## src/design/rwps_pkg.sv

```systemverilog
// Shared types and constants for the roulette wheel pair selector.
// No dependencies.
`default_nettype none

package rwps_pkg;

    localparam int DEF_POP_SIZE     = 256;
    localparam int DEF_FITNESS_BITS = 32;
    localparam int OP_W             = 2;
    localparam int IN_FIT_W         = 32;
    localparam int RAND_W           = 32;
    localparam int INDEX_OUT_W      = 8;

    typedef enum logic [OP_W-1:0] {
        OP_APPEND = 2'd0,
        OP_DRAW   = 2'd1,
        OP_CLEAR  = 2'd2
    } op_t;

    typedef enum logic [2:0] {
        ST_IDLE,
        ST_MUL_LO,
        ST_MUL_HI,
        ST_SUM,
        ST_WALK,
        ST_FINISH
    } state_t;

    // per-cycle commands from the sequencer to each lane
    typedef struct packed {
        logic load;
        logic mul_lo;
        logic mul_hi;
        logic sum;
        logic cmp;
    } lane_ctl_t;

endpackage

`default_nettype wire

```

## src/design/rwps_lane.sv

```systemverilog
// One selection lane: scales its random fraction onto the wheel and tracks
// the last entry whose interval holds that point. Depends on rwps_pkg.
`default_nettype none

module rwps_lane import rwps_pkg::*; #(
    parameter int TOTAL_BITS = DEF_FITNESS_BITS + 8,
    parameter int IDX_W      = 8
) (
    input  wire logic                  aclk,
    input  wire lane_ctl_t             ctl,
    input  wire logic [RAND_W-1:0]     rand_in,
    input  wire logic [TOTAL_BITS-1:0] total,
    input  wire logic [TOTAL_BITS-1:0] cmp_start,
    input  wire logic [TOTAL_BITS-1:0] cmp_end,
    input  wire logic [IDX_W-1:0]      cmp_idx,
    output logic      [IDX_W-1:0]      sel_idx
);

    localparam int HI_W  = (TOTAL_BITS > RAND_W) ? TOTAL_BITS - RAND_W : 1;
    localparam int EXT_W = RAND_W + HI_W;

    logic [EXT_W-1:0]      total_ext;
    logic [RAND_W-1:0]     tot_lo;
    logic [HI_W-1:0]       tot_hi;
    logic [RAND_W-1:0]     rand_reg;
    logic [2*RAND_W-1:0]   lo_prod_reg;
    logic [EXT_W-1:0]      hi_prod_reg;
    logic [TOTAL_BITS-1:0] point_reg;
    logic [IDX_W-1:0]      idx_reg;
    logic                  hit;

    assign total_ext = EXT_W'(total);
    assign tot_lo    = total_ext[RAND_W-1:0];
    assign tot_hi    = total_ext[EXT_W-1:RAND_W];

    // point = r*hi + ((r*lo) >> 32), one partial product per cycle
    assign hit = (cmp_start <= point_reg) && (point_reg <= cmp_end);

    always_ff @(posedge aclk) begin
        if (ctl.load) begin
            rand_reg <= rand_in;
        end
        if (ctl.mul_lo) begin
            lo_prod_reg <= (2*RAND_W)'(rand_reg) * (2*RAND_W)'(tot_lo);
        end
        if (ctl.mul_hi) begin
            hi_prod_reg <= EXT_W'(rand_reg) * EXT_W'(tot_hi);
        end
        if (ctl.sum) begin
            point_reg <= TOTAL_BITS'(hi_prod_reg)
                       + TOTAL_BITS'(lo_prod_reg[2*RAND_W-1:RAND_W]);
        end
        if (ctl.load) begin
            idx_reg <= '0;
        end else if (ctl.cmp && hit) begin
            idx_reg <= cmp_idx;
        end
    end

    assign sel_idx = idx_reg;

endmodule

`default_nettype wire

```

## config.mk

```make
export PLATFORM = sky130hd
export DESIGN_NAME = rwps_lane
export DESIGN_NICKNAME = d
export VERILOG_FILES = /design/src/design/rwps_pkg.sv /design/src/design/rwps_lane.sv
export SDC_FILE = /design/constraint.sdc
export NUM_CORES = 2
export LEC_CHECK = 0
export BUFFER_PORTS_ARGS = -buffer_cell sky130_fd_sc_hd__buf_2
export CAP_MARGIN = 20
export CORE_ASPECT_RATIO = 0.5
export CORE_MARGIN = 5
export CORE_UTILIZATION = 40
export CTS_CLUSTER_DIAMETER = 50
export DETAILED_ROUTE_END_ITERATION = 10
export PLACE_DENSITY = 0.58
export SYNTH_ARGS = -nofsm -noshare
export SYNTH_HDL_FRONTEND = slang
export SYNTH_SLANG_ARGS = --single-unit
```

## constraint.sdc

```tcl
create_clock -name aclk -period 24.2 [get_ports aclk]
set_clock_uncertainty 0.15 [all_clocks]
set_input_delay 2.42 -clock aclk [delete_from_list [all_inputs] [get_ports aclk]]
set_output_delay 2.42 -clock aclk [all_outputs]
set_load 0.05 [all_outputs]
```

* Yosys cells after proc, flatten, opt, wreduce, memory -nomap -nowiden
Cells that the tools add are included.
** Storage, ports and cells
- Register bits :: 184
- Input bits :: 166
- Logic and storage cells :: 12
** Operators by class
- Reduce and logical (&&, ||, !) cells :: 2
- Magnitude comparators :: 2
- Add/sub/neg operators :: 1
- Multiply operators :: 2
** Operator list (number)
- 40-bit less-or-equal comparator :: 2
- 32-bit by 32-bit multiplier with 64-bit output :: 1
- 40-bit by 32-bit adder with 40-bit output :: 1
- 32-bit by 8-bit multiplier with 40-bit output :: 1
- 1-bit logical AND :: 2

* Longest topological paths before layout
- Depth after elaboration :: 3
- Gate-level depth with buffers :: 29

* Worst setup path after synthesis
No wires, ideal clock.
- Path kind :: input port to flip-flop
- From :: in total[2]
- To :: reg lo_prod_reg[61], data pin
- Data required time :: 23.790 ns
- Stages :: 27
- Slack :: 14.667 ns
- Data arrival time :: 9.123 ns
- Library setup time :: 0.260 ns
- Path through :: clkbuf_1 -> and2_1 -> fa_1 -> inv_1 -> fa_1 -> fa_1 -> fa_1 -> inv_1 -> fa_1 -> inv_1 -> fa_1 -> inv_1 -> fa_1 -> inv_1 -> fa_1 -> inv_1 -> ha_1 -> a21oi_1 -> o21ai_0 -> a2111oi_0 -> a32oi_1 -> o2111ai_2 -> o31a_2 -> nand2b_1 -> a41o_1 -> a221oi_2 -> xnor2_1
** On the way
- Longest elaborated chain between the ends :: 1
** Ends and longest elaborated chain
- start, declared :: RTL line rwps_lane.sv:12 : input wire logic [TOTAL_BITS-1:0] total,
- 32-bit by 32-bit multiplier with 64-bit output :: RTL line rwps_lane.sv:44 : lo_prod_reg <= (2*RAND_W)'(rand_reg) * (2*RAND_W)'(tot_lo);
- end signal, assigned :: RTL line rwps_lane.sv:44
- end, declared :: RTL line rwps_lane.sv:26 : logic [2*RAND_W-1:0] lo_prod_reg;
No other way between the ends.
A chain may end at the register's enable or synchronous reset.

* Final worst setup path
- From :: in total[9]
- To :: reg lo_prod_reg[57], data pin
The elaborated chain is that of the path after synthesis.

==> results.ini <==
[cts]
cts_sinks = 152
cts_resized = 0
htree_levels = 4
clockBufferDepth = 2
hold_buffers = 0
postCtsSetupRepairBufs = 0
clk_pin_slew_ns = 0.08
numCtsBuffers = 17
clkLatencyLatePin_ns = 0.51
cts_tree = done
cts_root_buf = clkbuf_16

[status]
status = completed

[flow_run]
drv_cap = 0

[setup_path]
cp_cell_sequence = buf_2 > and2_1 > fa_1 > fa_1 > inv_1 > fa_1 > fa_1 > inv_1 > fa_1 > fa_1 > fa_1 > fa_1 > ha_1 > and4_1 > and2_1 > o211ai_1 > a32oi_1 > o2111ai_2 > o31a_2 > nand2b_1 > a41o_1 > a41oi_1 > xnor2_1
critPathMaxStageDelay_ns = 0.64
crit_start = total[9]
worst-path-buf-inv = 3
endpoint_kind = register
critPathKind = primary input to register
crit_arrival_ns = 10.83
rr_endpoint = lo_prod_reg[57]
ff2ff_path_depth = 23
crit_end = lo_prod_reg[57]
critPathMostFrequentCell = fa_1
rr_startpoint = rand_reg[19]
crit_fanout = 32
crit_family = adder cells
worst-path-stages = 23
worstPathRequired_ns = 24.30
cp-start-kind = primary input
crit_slowest_cell = a32oi_1
rrSetupSlack_ns = 15.09

[placement]
io_buffers = 173
place_inst = 6676
post-dp-hpwl_um = 104000
placed_cell_area_um2 = 50500
gp_congestion = 0.909

[timing]
hold_viol = 0
drv_slew = 0
period_share = 0.443
max_freq_ghz = 0.0932
hold_ws_ns = 0.330
period_needed_ns = 10.73
finalSetupViolations = 0
setup_tns_ns = 0
rsz0062_at_grt = false
tightestPinTransition_ns = 0.897
relSlewSlack = 0.402

[route]
wl_um = 135000
drc = 0
viasPerCell = 5.15
wl_per_cell_um = 20.1
drt_pass1_iterations = 7
ant_nets = 0
drt_iter0_markers = 2275
vias = 34500

[logic_synthesis]
ys_seq_area_frac = 0.0927
ys_ff_latch = 152
async_flop_share = 0
ys_top_cells_by_area = fa_1 (45%), ha_1 (11%), and2_1 (9.2%)
netlist_instances = 5123
synthFlopType = edfxtp_1
synth_top_area_share = 0.445
synthDistinctLibCells = 76
yosysWarnings = 0
syn_area_per_cell_um2 = 9.44
synth_edf_count = 144
yosys.area.top_type = fa_1
syn_area_um2 = 48400
syn-num-nets = 6797

[floorplanning]
die_area_um2 = 128000
rows = 90
die_x_um = 502
initial_utilization = 0.402
io-pin-count = 174
die_y_um = 256
core-area_um2 = 120000

[finish]
multi_input_area_um2 = 38700
finalNetCount = 6759
layout-drive-gt1-share = 0.0512
seqCellArea_um2 = 4480
fillers = 11700
syn2layout_area_growth_pct = 5.65
fin_area_um2 = 51100
fin_cells = 6713

[grt]
grt_max_degree = 49
first_global_vias = 38100
antenna_found_initial = 14
grt_pass1_wl_um = 216000
grt.overflow.total = 0
grt.total_usage = 0.214

[worst_hold_path]
min_path_type = register to register

synthesized netlist by cell type, types with 3 or more instances:
cell type     n
or2_2         5
clkbuf_1    257
nor3_1       14
a221o_1       5
o31ai_1       8
nand2b_1     31
a211oi_1      7
nor2b_1      22
mux2i_1       8
inv_1      1107
fa_1       1076
a221oi_1      3
o21a_1       20
o221ai_1      3
o21bai_1     13
nor2_1       64
a41oi_1       3
o21ai_1       4
or3_1         5
ha_1        432
a31o_2        4
o31a_1        6
a21oi_1     128
xnor2_1      77
a31oi_1      12
and4_1        8
edfxtp_1    144
o211ai_1      9
dfxtp_1       8
nand3_1      29
and2_1      710
and3_1       14
nand4_1      27
nand2_1     632
o21ai_0      62
xor2_1       26
a21o_1       93
worst min-delay path, cell delays in order, from the launching register on:
cell and delay, ns:
dfxtp_1 0.31, nand2b_1 0.06, mux2i_1 0.06
cell type report:
class | instances | share of cell area
Multi-Input combinational cell | 3601 | 0.758
Inverter | 1107 | 0.0813
Clock buffer | 17 | 0.00832
Tap cell | 1610 | 0.0394
Sequential cell | 152 | 0.0877
Antenna cell | 5 | 0.000245
Clock inverter | 15 | 0.00338
Timing Repair Buffer | 206 | 0.0218
cells in the final DEF (no fill, tap or decap), types with 5 or more instances in the layout:
| cell type | synthesis | layout |
|---|---|---|
| a211oi_1 | 7 | 7 |
| a21o_1 | 93 | 93 |
| a21oi_1 | 128 | 128 |
| a221o_1 | 5 | 5 |
| a31oi_1 | 12 | 12 |
| and2_1 | 710 | 710 |
| and3_1 | 14 | 14 |
| and4_1 | 8 | 8 |
| buf_2 | 2 | 173 |
| buf_4 | 1 | 33 |
| clkbuf_16 | 0 | 17 |
| dfxtp_1 | 8 | 8 |
| diode_2 | 0 | 5 |
| edfxtp_1 | 144 | 144 |
| fa_1 | 1076 | 1076 |
| ha_1 | 432 | 432 |
| inv_1 | 1107 | 1107 |
| inv_6 | 0 | 5 |
| mux2i_1 | 8 | 8 |
| nand2_1 | 632 | 632 |
| nand2b_1 | 31 | 31 |
| nand3_1 | 29 | 29 |
| nand4_1 | 27 | 27 |
| nor2_1 | 64 | 64 |
| nor2b_1 | 22 | 22 |
| nor3_1 | 14 | 14 |
| o211ai_1 | 9 | 9 |
| o21a_1 | 20 | 20 |
| o21ai_0 | 62 | 62 |
| o21bai_1 | 13 | 13 |
| o31a_1 | 6 | 6 |
| o31ai_1 | 8 | 8 |
| or2_2 | 5 | 5 |
| or3_1 | 5 | 5 |
| xnor2_1 | 77 | 77 |
| xor2_1 | 26 | 26 |
worst min path at each step:
stage	startpoint	cells past startpoint	to	slack (ns)
after floorplan	hi_prod_reg[0]	1	point_reg[0]	0.36
final	sel_idx[2]	2	sel_idx[2]	0.33
after global placement	sel_idx[4]	2	sel_idx[4]	0.31
after detailed placement	sel_idx[4]	2	sel_idx[4]	0.32
after global routing	sel_idx[4]	2	sel_idx[4]	0.35
after CTS	sel_idx[2]	2	sel_idx[2]	0.33
cell families (layout without fill, tap and decap cells):
group / after synthesis / count (layout) / share of synthesized area
buffers and inverters: 1370 / 1345 / 0.107
other: 0 / 5 / 0
AOI/OAI and AO/OA: 410 / 410 / 0.0562
DFF: 152 / 152 / 0.0927
adders and majority gates: 1508 / 1508 / 0.557
and+or+nand+nor: 1572 / 1572 / 0.167
xor gates and xnor gates: 103 / 103 / 0.0186
muxes: 8 / 8 / 0.00166
stage by stage:
stage,setup WS (ns),util
floorplan,14.67,-
global placement,13.13,0.419
detailed placement,13.09,0.419
CTS,13.62,0.424
global route,13.24,0.424
finish,13.47,0.425
routing by layer:
layer  track usage  vias to the layer above  share of wire
li1              -                    15300              -
met1         0.294                    17900           0.44
met2         0.356                     1110           0.47
met3        0.0294                      217          0.058
met4        0.0625                        2          0.029
met5             0                        -       0.000097
Power is left out: the tool's default activity adds up to more than one toggle a clock period on the data nets, which glitch-free logic cannot reach.
